File: config.mk
export PLATFORM = sky130hd
export DESIGN_NAME = mrms_fifo
export DESIGN_NICKNAME = d
export VERILOG_FILES = /design/src/rtl/mrms_pkg.sv /design/src/rtl/mrms_fifo.sv
export SDC_FILE = /design/constraint.sdc
export NUM_CORES = 1
export LEC_CHECK = 0
export ABC_AREA = 1
export BUFFER_PORTS_ARGS = -buffer_cell sky130_fd_sc_hd__buf_2
export CORE_MARGIN = 3
export CORE_UTILIZATION = 39
export DETAILED_ROUTE_END_ITERATION = 8
export GPL_TIMING_DRIVEN = 0
export PLACE_DENSITY = 0.6
export SLEW_MARGIN = 20
export SYNTH_ARGS = -nofsm -noshare
export SYNTH_HDL_FRONTEND = slang
export SYNTH_SLANG_ARGS = --single-unit
File: constraint.sdc
create_clock -name clk -period 1.95 [get_ports clk]
set_input_delay 0.0975 -clock clk [delete_from_list [all_inputs] [get_ports clk]]
set_output_delay 0.0975 -clock clk [all_outputs]
set_load 0.01 [all_outputs]
File: src/rtl/mrms_pkg.sv
`default_nettype none
// ----------------------------------------------------------------------------
// mrms_pkg
// Shared types and fixed constants of the maximal rectangle block.
// ----------------------------------------------------------------------------
package mrms_pkg;

    // Configuration register and result widths are fixed by the interface.
    localparam int CFG_W = 11;
    localparam logic [CFG_W-1:0] ROW_WIDTH_RESET = 11'd1024;

    localparam int AREA_W = 21;
    localparam logic [AREA_W-1:0] AREA_LIMIT = '1;

    // Entries in the queue between the front and the back part.
    localparam int Q_DEPTH = 4;
    localparam int Q_PTR_W = $clog2(Q_DEPTH);
    localparam int Q_CNT_W = $clog2(Q_DEPTH + 1);

    typedef enum logic [1:0] {
        B_RUN,
        B_FLUSH,
        B_DRAIN,
        B_EMIT
    } back_state_t;

endpackage : mrms_pkg
`default_nettype wire

File: src/rtl/mrms_fifo.sv
`default_nettype none
// ----------------------------------------------------------------------------
// mrms_fifo
// Short queue that decouples the front part from the stack engine.
// ----------------------------------------------------------------------------
module mrms_fifo
    import mrms_pkg::*;
#(
    parameter int DATA_W = 8
)
(
    input  wire logic              clk,
    input  wire logic              rst_n,
    input  wire logic              wr_valid,
    output logic                   wr_ready,
    input  wire logic [DATA_W-1:0] wr_data,
    output logic                   rd_valid,
    input  wire logic              rd_ready,
    output logic [DATA_W-1:0]      rd_data
);

    logic [DATA_W-1:0]  store [Q_DEPTH];
    logic [Q_PTR_W-1:0] wptr_reg, wptr_next;
    logic [Q_PTR_W-1:0] rptr_reg, rptr_next;
    logic [Q_CNT_W-1:0] cnt_reg, cnt_next;
    logic               push;
    logic               pop;

    assign wr_ready = cnt_reg != Q_CNT_W'(Q_DEPTH);
    assign rd_valid = cnt_reg != '0;
    assign push     = wr_valid && wr_ready;
    assign pop      = rd_valid && rd_ready;
    assign rd_data  = store[rptr_reg];

    always_comb
    begin
        wptr_next = push ? wptr_reg + Q_PTR_W'(1) : wptr_reg;
        rptr_next = pop ? rptr_reg + Q_PTR_W'(1) : rptr_reg;
        cnt_next  = cnt_reg;
        if (push && !pop)
        begin
            cnt_next = cnt_reg + Q_CNT_W'(1);
        end
        else if (pop && !push)
        begin
            cnt_next = cnt_reg - Q_CNT_W'(1);
        end
    end

    always_ff @(posedge clk or negedge rst_n)
    begin
        if (!rst_n)
        begin
            wptr_reg <= '0;
            rptr_reg <= '0;
            cnt_reg  <= '0;
        end
        else
        begin
            wptr_reg <= wptr_next;
            rptr_reg <= rptr_next;
            cnt_reg  <= cnt_next;
        end
    end

    always_ff @(posedge clk)
    begin
        if (push)
        begin
            store[wptr_reg] <= wr_data;
        end
    end

endmodule : mrms_fifo
`default_nettype wire

==> results.yml, run 1 <==
status:
  run_status: "finished, final reports clean"
synthesis:
  syn-mean-instance-area_sq_um: 11.39
  yosysTopAreaCell: "sky130_fd_sc_hd__edfxtp_1"
  post_syn_nets: 170
  yosys-top-cells-area: "sky130_fd_sc_hd__edfxtp_1 (55%), sky130_fd_sc_hd__dfrtp_1 (10%), sky130_fd_sc_hd__nand2_1 (8.9%), sky130_fd_sc_hd__o211ai_1 (6.9%), sky130_fd_sc_hd__inv_1 (6.5%)"
  synth-seq-area-share: 0.6561
  warnings_synthesis: 0
  post_syn_area_sq_um: 1732
  synth.ff_latch_count: 39
  synth_largest_type_area_fraction: 0.5549
  syn-instance-count: 152
  synth_cell_type_count: 17
critical_path:
  worst-setup-path-type: "flip-flop to flip-flop"
  start_kind: "flip-flop"
  timing.critical_path.to_type: "flip-flop"
  required_ns: 2.10
  r2r-start: "cnt_reg[0]"
  worst-path-stages: 9
  worst_path_max_delay_cell: "sky130_fd_sc_hd__dfrtp_1"
  critPathBufInv: 3
  critical-path-top-cell-by-count: "sky130_fd_sc_hd__inv_1"
  r2r_slack_ns: 0.12
  critical_path.cell_chain: "inv_1, nand3_4, nand2_4, inv_1, ha_1, inv_1, fa_1, nand2_1, o21ai_0"
  critical_path.top_delay_family: "adder cells"
  timing.critical_path.fanout_max: 7
  crit-reg2reg-capture: "cnt_reg[1]"
  critical-path-max-stage-delay_ns: 0.42
  worst_ep_arrival_time_ns: 1.99
  cells_on_worst_reg2reg_path: 9
placed_design:
  gp_congestion: 0.6902
  place.detailed.instances: 223
  post_dp_hpwl_um: 2184
  port_buffer_count: 21
drt:
  vias: 1126
  totalWireLength_um: 3283
  drt.antenna.violating_nets: 0
  drtPass1Iterations: 4
  drcViolationCount: 0
  vias_per_cell: 4.833
  routedWlPerCell_um: 14.09
  drt_first_iter_violations: 62
layout:
  sequential_cell_area_sq_um: 1136
  drive_above_1_share: 0.2022
  num_antenna_cells: 0
  number_of_nets_in_the_finished_design: 200
  multi_input_area_sq_um: 454.2
  largest_reg_flops: 32
  n_fill_cell: 384
  final_cell_count_no_fill: 233
  area_growth_pct: 16.62
power_and_ir_drop:
  worst_vdd_drop_mv: 0.5963
  power-per-cell-area_nw_per_um2: 1466
  p_leak_nw: 0.8980
hold_path:
  hold_path_class: "input pin to flip-flop"
  holdCritStartpoint: "wr_data[4]"
  worstHoldEndpoint: "store[0][4]"
  hold_depth: 1
clock_tree:
  clkSlewWorstSetupHoldPaths_ns: 0.07
  insertion_delay_ns: 0.28
  tritoncts: "done"
  cts-root-to-sink-buffers: 2
  clock_tree.htree_level_count: 2
  clock_sinks: 39
  numCtsBuffers: 5
  clock-root-buffer: "sky130_fd_sc_hd__clkbuf_8"
floorplan:
  fp.coreArea_sq_um: 4144
  die_width_um: 72.64
  pin_count: 22
  floorplan.initialDensity: 0.4179
  die_area_sq_um: 5276
  die_height_um: 72.64
  num_rows: 23
timing:
  period_share: 0.9407
  pin_slew_with_the_least_headroom_to_its_limit_ns: 0.8355
  finalCriticalPeriod_ns: 1.834
  hold_viol: 0
  slew_viol_final: 0
  setup-violations-final: 0
  final.setup_skew_ns: 0.006030
  timing.hold.ws_ns: 0.02532
  relSlewSlack: 0.4410
  fmax_mhz: 545.2
grt:
  grt.total_usage: 0.1360
  grt_antenna_before_repair: 0
  grt_remaining_overflow: 0
  number_of_global_route_vias_before_repair: 1149
  first_pass_grt_wire_length_um: 5306
  pin_count_of_the_biggest_net_entering_global_routing: 12
flow_run:
  max_cap_violations: 0
==> worst register-to-register path: stages, from the launching register on <==
cell and delay (ns):
sky130_fd_sc_hd__dfrtp_1 0.42, sky130_fd_sc_hd__inv_1 0.15, sky130_fd_sc_hd__nand3_4 0.12, sky130_fd_sc_hd__nand2_4 0.11, sky130_fd_sc_hd__inv_1 0.05, sky130_fd_sc_hd__ha_1 0.20
sky130_fd_sc_hd__inv_1 0.08, sky130_fd_sc_hd__fa_1 0.41, sky130_fd_sc_hd__nand2_1 0.08, sky130_fd_sc_hd__o21ai_0 0.09
==> report_power, final <==
part           switching, mW  total, mW  internal [mW]
combinational          0.776       1.24          0.467
clock                  0.254      0.497          0.244
sequential            0.0966       1.22           1.12
total                   1.13       2.96           1.83
==> cells in the mapped netlist (all sizes together) <==
library cell,instances
dfrtp,7
buf,3
ha,5
clkbuf,1
o21ai,1
nand2,41
nand3,7
nand4,1
nor2,4
xnor2,1
o211ai,16
edfxtp,32
inv,32
fa,1
==> area by class of cell <==
class                   instances  area share
clock inverters                 2    0.003717
flip-flops and latches         39      0.5626
plain buffers                   4     0.02169
multi-input cells              77      0.2249
inverters                      32     0.05948
repair buffers                 23     0.06072
clock buffers                   6     0.03594
well taps                      50     0.03098
==> what timing repair did <==
action	4_1_cts	5_1_grt
buffers inserted	0	1
gates resized for setup	0	5
hold buffers	1	0
setup endpoints to repair	0	16
endpoints found under the hold margin	7	0
==> cell usage in the layout, fill, tap and decap left out <==
| cell | netlist | layout |
|---|---|---|
| sky130_fd_sc_hd__buf_2 | 0 | 21 |
| sky130_fd_sc_hd__buf_4 | 1 | 2 |
| sky130_fd_sc_hd__buf_6 | 2 | 2 |
| sky130_fd_sc_hd__clkbuf_1 | 0 | 1 |
| sky130_fd_sc_hd__clkbuf_8 | 1 | 6 |
| sky130_fd_sc_hd__clkinv_1 | 0 | 2 |
| sky130_fd_sc_hd__dfrtp_1 | 7 | 7 |
| sky130_fd_sc_hd__dlygate4sd3_1 | 0 | 1 |
| sky130_fd_sc_hd__edfxtp_1 | 32 | 32 |
| sky130_fd_sc_hd__fa_1 | 1 | 1 |
| sky130_fd_sc_hd__ha_1 | 5 | 5 |
| sky130_fd_sc_hd__inv_1 | 30 | 30 |
| sky130_fd_sc_hd__inv_2 | 2 | 2 |
| sky130_fd_sc_hd__nand2_1 | 41 | 39 |
| sky130_fd_sc_hd__nand2_2 | 0 | 1 |
| sky130_fd_sc_hd__nand2_4 | 0 | 1 |
| sky130_fd_sc_hd__nand3_1 | 6 | 5 |
| sky130_fd_sc_hd__nand3_2 | 1 | 1 |
| sky130_fd_sc_hd__nand3_4 | 0 | 1 |
| sky130_fd_sc_hd__nand4_1 | 1 | 1 |
| sky130_fd_sc_hd__nor2_1 | 4 | 4 |
| sky130_fd_sc_hd__o211ai_1 | 16 | 16 |
| sky130_fd_sc_hd__o21ai_0 | 1 | 1 |
| sky130_fd_sc_hd__xnor2_1 | 1 | 1 |
==> logic make-up (layout without fill, tap and decap cells) <==
logic type	after synthesis	in the layout	share of synthesized area
flip-flops	39	39	0.6561
AND/OR/NAND/NOR	53	53	0.1243
adder cells (fa/ha/maj)	6	6	0.04769
XOR/XNOR	1	1	0.005059
AO/OA/AOI/OAI	17	17	0.07225
buffers and inverters	36	67	0.09465
==> layer usage <==
layer / part of all wire / global-route usage
met2: 0.53 / 0.2385
met3: 0.054 / 0.03581
met4: 0.019 / 0.06762
met5: 0 / 0
met1: 0.39 / 0.1518
==> worst max-delay path by stage <==
stage                           from         end  slack, ns
after global placement    cnt_reg[0]  cnt_reg[1]       0.13
after floorplan           cnt_reg[0]  cnt_reg[1]       0.20
after global routing      cnt_reg[0]  cnt_reg[2]      -0.01
after detailed placement  cnt_reg[0]  cnt_reg[1]       0.06
after CTS                 cnt_reg[0]  cnt_reg[1]       0.04
final                     cnt_reg[0]  cnt_reg[1]       0.12
==> per-stage QoR <==
step / total power, mW / setup TNS [ns] / worst slack, ns / util / cell area (sq um)
2_1_floorplan: 2.035 / 0 / 0.1987 / - / 1732
3_5_place_dp: 2.451 / 0 / 0.05522 / 0.4583 / 1899
3_3_place_gp: 2.385 / 0 / 0.1345 / 0.4583 / 1899
6_report: 2.961 / 0 / 0.1157 / 0.4873 / 2019
4_1_cts: 2.944 / 0 / 0.04348 / 0.4801 / 1989
5_1_grt: 3.200 / -0.01773 / -0.01163 / 0.4873 / 2019
(Power assumes the default switching activity.)
==> run 2: changes to the inputs <==
CTS_BUF_LIST = sky130_fd_sc_hd__clkbuf_4 sky130_fd_sc_hd__clkbuf_8   (was default)
==> run 2 against run 1 <==
Compared with the run above: worst setup slack unchanged; wire length unchanged; global-route usage unchanged; largest cell class unchanged; power increased by 0.47%; via count unchanged; first-iteration DRC count unchanged; flip-flop and latch count unchanged; worst hold slack unchanged.
==> results.yml, run 2 (synthesis results as in run 1) <==
layout:
  drive_above_1_share: 0.2077
  num_antenna_cells: 0
  largest_reg_flops: 32
  finish.instance_area_sq_um: 2023
  area_growth_pct: 16.84
  final_cell_mix: "sky130_fd_sc_hd__nand2_1 (39), sky130_fd_sc_hd__edfxtp_1 (32), sky130_fd_sc_hd__inv_1 (30)"
  mostFrequentLayoutCell: "sky130_fd_sc_hd__nand2_1"
  n_fill_cell: 382
  number_of_nets_in_the_finished_design: 200
timing:
  pin_slew_with_the_least_headroom_to_its_limit_ns: 0.8355
  final.setup_skew_ns: 0.006142
  relSlewSlack: 0.4410
  finalCriticalPeriod_ns: 1.834
  fmax_mhz: 545.2
  slew_viol_final: 0
  hold_viol: 0
  setup-violations-final: 0
  period_share: 0.9407
placed_design:
  post_dp_hpwl_um: 2184
  port_buffer_count: 21
  place_area_sq_um: 1899
  gp_congestion: 0.6902
floorplan:
  floorplan.initialDensity: 0.4179
  num_rows: 23
  die_height_um: 72.64
  pin_count: 22
  die_area_sq_um: 5276
  fp.coreArea_sq_um: 4144
  die_width_um: 72.64
drt:
  vias_per_cell: 4.833
  drt.antenna.violating_nets: 0
  routedWlPerCell_um: 14.09
  drtPass1Iterations: 4
  vias: 1126
  drt_first_iter_violations: 62
  drcViolationCount: 0
  totalWireLength_um: 3283
status:
  run_status: "finished, final reports clean"
clock_tree:
  clock_tree.htree_level_count: 2
  clock_sinks: 39
  clkSlewWorstSetupHoldPaths_ns: 0.07
  cts-root-to-sink-buffers: 2
  clock-root-buffer: "sky130_fd_sc_hd__clkbuf_8"
  insertion_delay_ns: 0.28
  tritoncts: "done"
  numCtsBuffers: 5
power_and_ir_drop:
  internal_power_mw: 1.849
  power_frac_comb: 0.418
  pwr-share-seq: 0.410
  switching_share: 0.3787
  power.switching_mw: 1.127
  p_leak_nw: 0.9014
  power-per-cell-area_nw_per_um2: 1471
  total_power_consumption_of_the_routed_design_mw: 2.975
  worst_vdd_drop_mv: 0.5966
  clock_power_share: 0.172
critical_path:
  timing.critical_path.fanout_max: 7
  r2r-start: "cnt_reg[0]"
  timing.critical_path.to_type: "flip-flop"
  r2r_slack_ns: 0.12
  setup.worst_path.start: "cnt_reg[0]"
  required_ns: 2.10
  worst_ep_arrival_time_ns: 1.99
  cells_on_worst_reg2reg_path: 9
  crit-reg2reg-capture: "cnt_reg[1]"
  endpoint: "cnt_reg[1]"
  worst-setup-path-type: "flip-flop to flip-flop"
  start_kind: "flip-flop"
grt:
  first_pass_grt_wire_length_um: 5306
  pin_count_of_the_biggest_net_entering_global_routing: 12
  grt.total_usage: 0.1360
  grt_antenna_before_repair: 0
  number_of_global_route_vias_before_repair: 1149
  grt_remaining_overflow: 0
flow_run:
  max_cap_violations: 0
hold_path:
  hold_path_class: "input pin to flip-flop"
[run 2: cell type report]
cell class | count | area [sq um] | area share
inverters | 32 | 120.1 | 0.05937
multi-input cells | 77 | 454.2 | 0.2245
repair buffers | 23 | 122.6 | 0.06061
well taps | 50 | 62.56 | 0.03092
flip-flops and latches | 39 | 1136 | 0.5615
clock buffers | 6 | 76.32 | 0.03772
clock inverters | 2 | 7.507 | 0.003711
plain buffers | 4 | 43.79 | 0.02165
[run 2: what timing repair did]
action	4_1_cts	5_1_grt
setup endpoints to repair	0	15
hold buffers	1	0
setup buffers	0	1
gates resized for setup	0	5
hold endpoints to repair	7	0
[run 2: metal layers]
layer  GRT usage  vias up  routed length [um]
met5           0        -                   0
met4     0.06762        0                  61
met3     0.03581        8                 177
met2      0.2385       30                1750
met1      0.1518      527                1293
li1            -      561                   -
[run 2: worst min-delay path by stage]
stage	from	end	slack (ns)	depth (start not counted)
4_1_cts	wr_data[4]	store[0][4]	0.02	1
5_1_grt	wr_data[6]	store[0][6]	0.03	1
3_3_place_gp	rst_n	rptr_reg[0]	-0.06	1
2_1_floorplan	rst_n	cnt_reg[0]	-0.20	0
6_report	wr_data[4]	store[0][4]	0.03	1
3_5_place_dp	rst_n	rptr_reg[0]	-0.06	1
[run 2: through the flow]
stage | cells | hold slack [ns] | worst slack [ns] | TNS (ns) | utilization
after floorplan | 152 | -0.1981 | 0.1987 | 0 | -
after global routing | 233 | 0.02741 | -0.01111 | -0.01720 | 0.4882
final | 233 | 0.02532 | 0.1157 | 0 | 0.4882
after detailed placement | 223 | -0.05536 | 0.05522 | 0 | 0.4583
after global placement | 223 | -0.06264 | 0.1345 | 0 | 0.4583
after CTS | 232 | 0.02359 | 0.04348 | 0 | 0.4810
[run 2: worst max-delay path, cell delays in order (launching register included)]
cell and delay (ns):
sky130_fd_sc_hd__dfrtp_1 0.42, sky130_fd_sc_hd__inv_1 0.15, sky130_fd_sc_hd__nand3_4 0.12, sky130_fd_sc_hd__nand2_4 0.11, sky130_fd_sc_hd__inv_1 0.05, sky130_fd_sc_hd__ha_1 0.20, sky130_fd_sc_hd__inv_1 0.08, sky130_fd_sc_hd__fa_1 0.41
sky130_fd_sc_hd__nand2_1 0.08, sky130_fd_sc_hd__o21ai_0 0.09
[run 2: power groups by stage]
stage | logic (mW) | clock network (mW) | registers (mW)
floorplan | 0.824 | 0 | 1.21
global placement | 1.16 | 0 | 1.22
detailed placement | 1.22 | 0 | 1.23
CTS | 1.22 | 0.521 | 1.22
global route | 1.41 | 0.564 | 1.24
finish | 1.24 | 0.512 | 1.22
==> run 3: changes to the inputs <==
--- a/config.mk
+++ b/config.mk
@@ -9,4 +9,5 @@
 export BUFFER_PORTS_ARGS = -buffer_cell sky130_fd_sc_hd__buf_2
+export CAP_MARGIN = 5
 export CORE_MARGIN = 3
-export CORE_UTILIZATION = 39
+export CORE_UTILIZATION = 35
 export CTS_BUF_LIST = sky130_fd_sc_hd__clkbuf_4 sky130_fd_sc_hd__clkbuf_8
@@ -14,3 +15,3 @@
 export GPL_TIMING_DRIVEN = 0
-export PLACE_DENSITY = 0.6
+export PLACE_DENSITY = 0.56
 export SLEW_MARGIN = 20
==> constraint.sdc (replaced) <==
create_clock -name clk -period 1.95 [get_ports clk]
set_input_delay 0.195 -clock clk [delete_from_list [all_inputs] [get_ports clk]]
set_output_delay 0.195 -clock clk [all_outputs]
set_load 0.01 [all_outputs]
==> run 3 against run 2 <==
Compared with the run above: non-clock buffer count did not move; critical path type unchanged; sequential power about the same; clock skew grew 0.0024 ns; global-route usage down 1.5 points.
==> results.yml, run 3 (synthesis results as in run 1) <==
status:
  run_status: "finished, final reports clean"
layout:
  num_antenna_cells: 0
  layout.core_utilization: 0.4504
  finish.instance_area_sq_um: 2056
  n_fill_cell: 464
  number_of_nets_in_the_finished_design: 200
  area_growth_pct: 18.71
  largest_reg_flops: 32
  final_cell_count_no_fill: 248
  drive_above_1_share: 0.2077
  mostFrequentLayoutCell: "sky130_fd_sc_hd__nand2_1"
  final_cell_mix: "sky130_fd_sc_hd__nand2_1 (40), sky130_fd_sc_hd__edfxtp_1 (32), sky130_fd_sc_hd__inv_1 (30)"
power_and_ir_drop:
  p_leak_nw: 0.9127
  worst_vdd_drop_mv: 0.6687
  power-per-cell-area_nw_per_um2: 1499
  total_power_consumption_of_the_routed_design_mw: 3.082
timing:
  timing.final.ws_setup_ns: 0.09978
  finalCriticalPeriod_ns: 1.850
  hold_viol: 0
  final.setup_skew_ns: 0.008507
  setup-violations-final: 0
  timing.hold.ws_ns: 0.1212
  slew_viol_final: 0
  setup-tns-final_ns: 0
  pin_slew_with_the_least_headroom_to_its_limit_ns: 0.8268
  relSlewSlack: 0.4467
  period_share: 0.9488
  fmax_mhz: 540.5
drt:
  vias: 1111
  drt.antenna.violating_nets: 0
  routedWlPerCell_um: 13.13
  drtPass1Iterations: 4
  vias_per_cell: 4.480
  totalWireLength_um: 3256
  drcViolationCount: 0
  drt_first_iter_violations: 49
hold_path:
  hold_path_class: "input pin to flip-flop"
placed_design:
  post-place-ws_ns: 0.05962
  post_dp_hpwl_um: 2202
  place_area_sq_um: 1918
  port_buffer_count: 21
  gp_congestion: 0.7074
  place.detailed.instances: 238
floorplan:
  fp.coreArea_sq_um: 4564
  die_area_sq_um: 5828
  die_width_um: 76.34
  die_height_um: 76.34
  floorplan.initialDensity: 0.3794
  pin_count: 22
  num_rows: 24
grt:
  grt.total_usage: 0.1213
  top_usage_layer: "met2"
  gr-usage-met2: 0.2118
  first_pass_grt_wire_length_um: 5388
  grt_remaining_overflow: 0
  gr-usage-met1: 0.1381
  pin_count_of_the_biggest_net_entering_global_routing: 13
  met3_capacity_usage_during_global_routing: 0.04728
  number_of_global_route_vias_before_repair: 1116
  grt_antenna_before_repair: 0
clock_tree:
  clock_tree.htree_level_count: 2
  numCtsBuffers: 5
  clkSlewWorstSetupHoldPaths_ns: 0.07
  tritoncts: "done"
  clock-root-buffer: "sky130_fd_sc_hd__clkbuf_8"
  cts-root-to-sink-buffers: 2
  insertion_delay_ns: 0.28
  clock_sinks: 39
flow_run:
  max_cap_violations: 0
critical_path:
  start_kind: "flip-flop"
  worst-setup-path-type: "flip-flop to flip-flop"
  required_ns: 2.12
  worst_ep_arrival_time_ns: 2.02
  timing.critical_path.to_type: "flip-flop"
  timing.critical_path.fanout_max: 7
-- run 3: layout make-up --
type                            instances  area [sq um]  share of cell area
Inverter                               32         120.1             0.05843
Timing Repair Buffer                   23         122.6             0.05965
Clock inverter                          3         38.79             0.01887
Multi-Input combinational cell         77         444.2              0.2161
Sequential cell                        39          1136              0.5526
Tap cell                               65         81.33             0.03956
Buffer                                  4         43.79             0.02130
Clock buffer                            5         68.82             0.03348
-- run 3: where the power goes --
| group | internal [mW] | switching, mW | leakage, nW | total (mW) |
|---|---|---|---|---|
| logic | 0.465 | 0.765 | 0.480 | 1.23 |
| registers | 1.12 | 0.0922 | 0.378 | 1.22 |
| clock network | 0.374 | 0.262 | 0.0556 | 0.636 |
-- run 3: layer usage --
layer / vias to the layer above / part of all wire
li1: 560 / -
met1: 527 / 0.43
met2: 22 / 0.52
met3: 2 / 0.051
met4: 0 / 0.0040
met5: - / 0
-- run 3: worst max-delay path: stages, from the launching register on --
cell,delay (ns)
sky130_fd_sc_hd__dfrtp_1,0.40
sky130_fd_sc_hd__inv_1,0.13
sky130_fd_sc_hd__nand3_2,0.17
sky130_fd_sc_hd__nand2_4,0.13
sky130_fd_sc_hd__inv_1,0.05
sky130_fd_sc_hd__ha_1,0.20
sky130_fd_sc_hd__inv_1,0.08
sky130_fd_sc_hd__fa_1,0.42
sky130_fd_sc_hd__nand2_1,0.07
sky130_fd_sc_hd__o21ai_0,0.07
-- run 3: timing repair --
item                                    in CTS  in global routing
endpoints found under the setup margin       0                 30
buffers inserted                             0                  1
hold buffers                                 1                  0
hold endpoints to repair                     7                  0
resized for setup                            0                  3
-- run 3: final timing paths --
| check | start | slack (ns) | endpoint | depth (start not counted) |
|---|---|---|---|---|
| max in group asynchronous | rst_n | 1.52 | rptr_reg[1] | 2 |
| min in group asynchronous | rst_n | 0.27 | rptr_reg[0] | 2 |
| hold / removal | wr_data[7] | 0.12 | store[2][7] | 1 |
| hold reg to reg | cnt_reg[2] | 0.54 | cnt_reg[2] | 2 |
| setup / recovery | cnt_reg[1] | 0.1 | cnt_reg[1] | 9 |
| setup reg to reg | cnt_reg[1] | 0.1 | cnt_reg[1] | 9 |
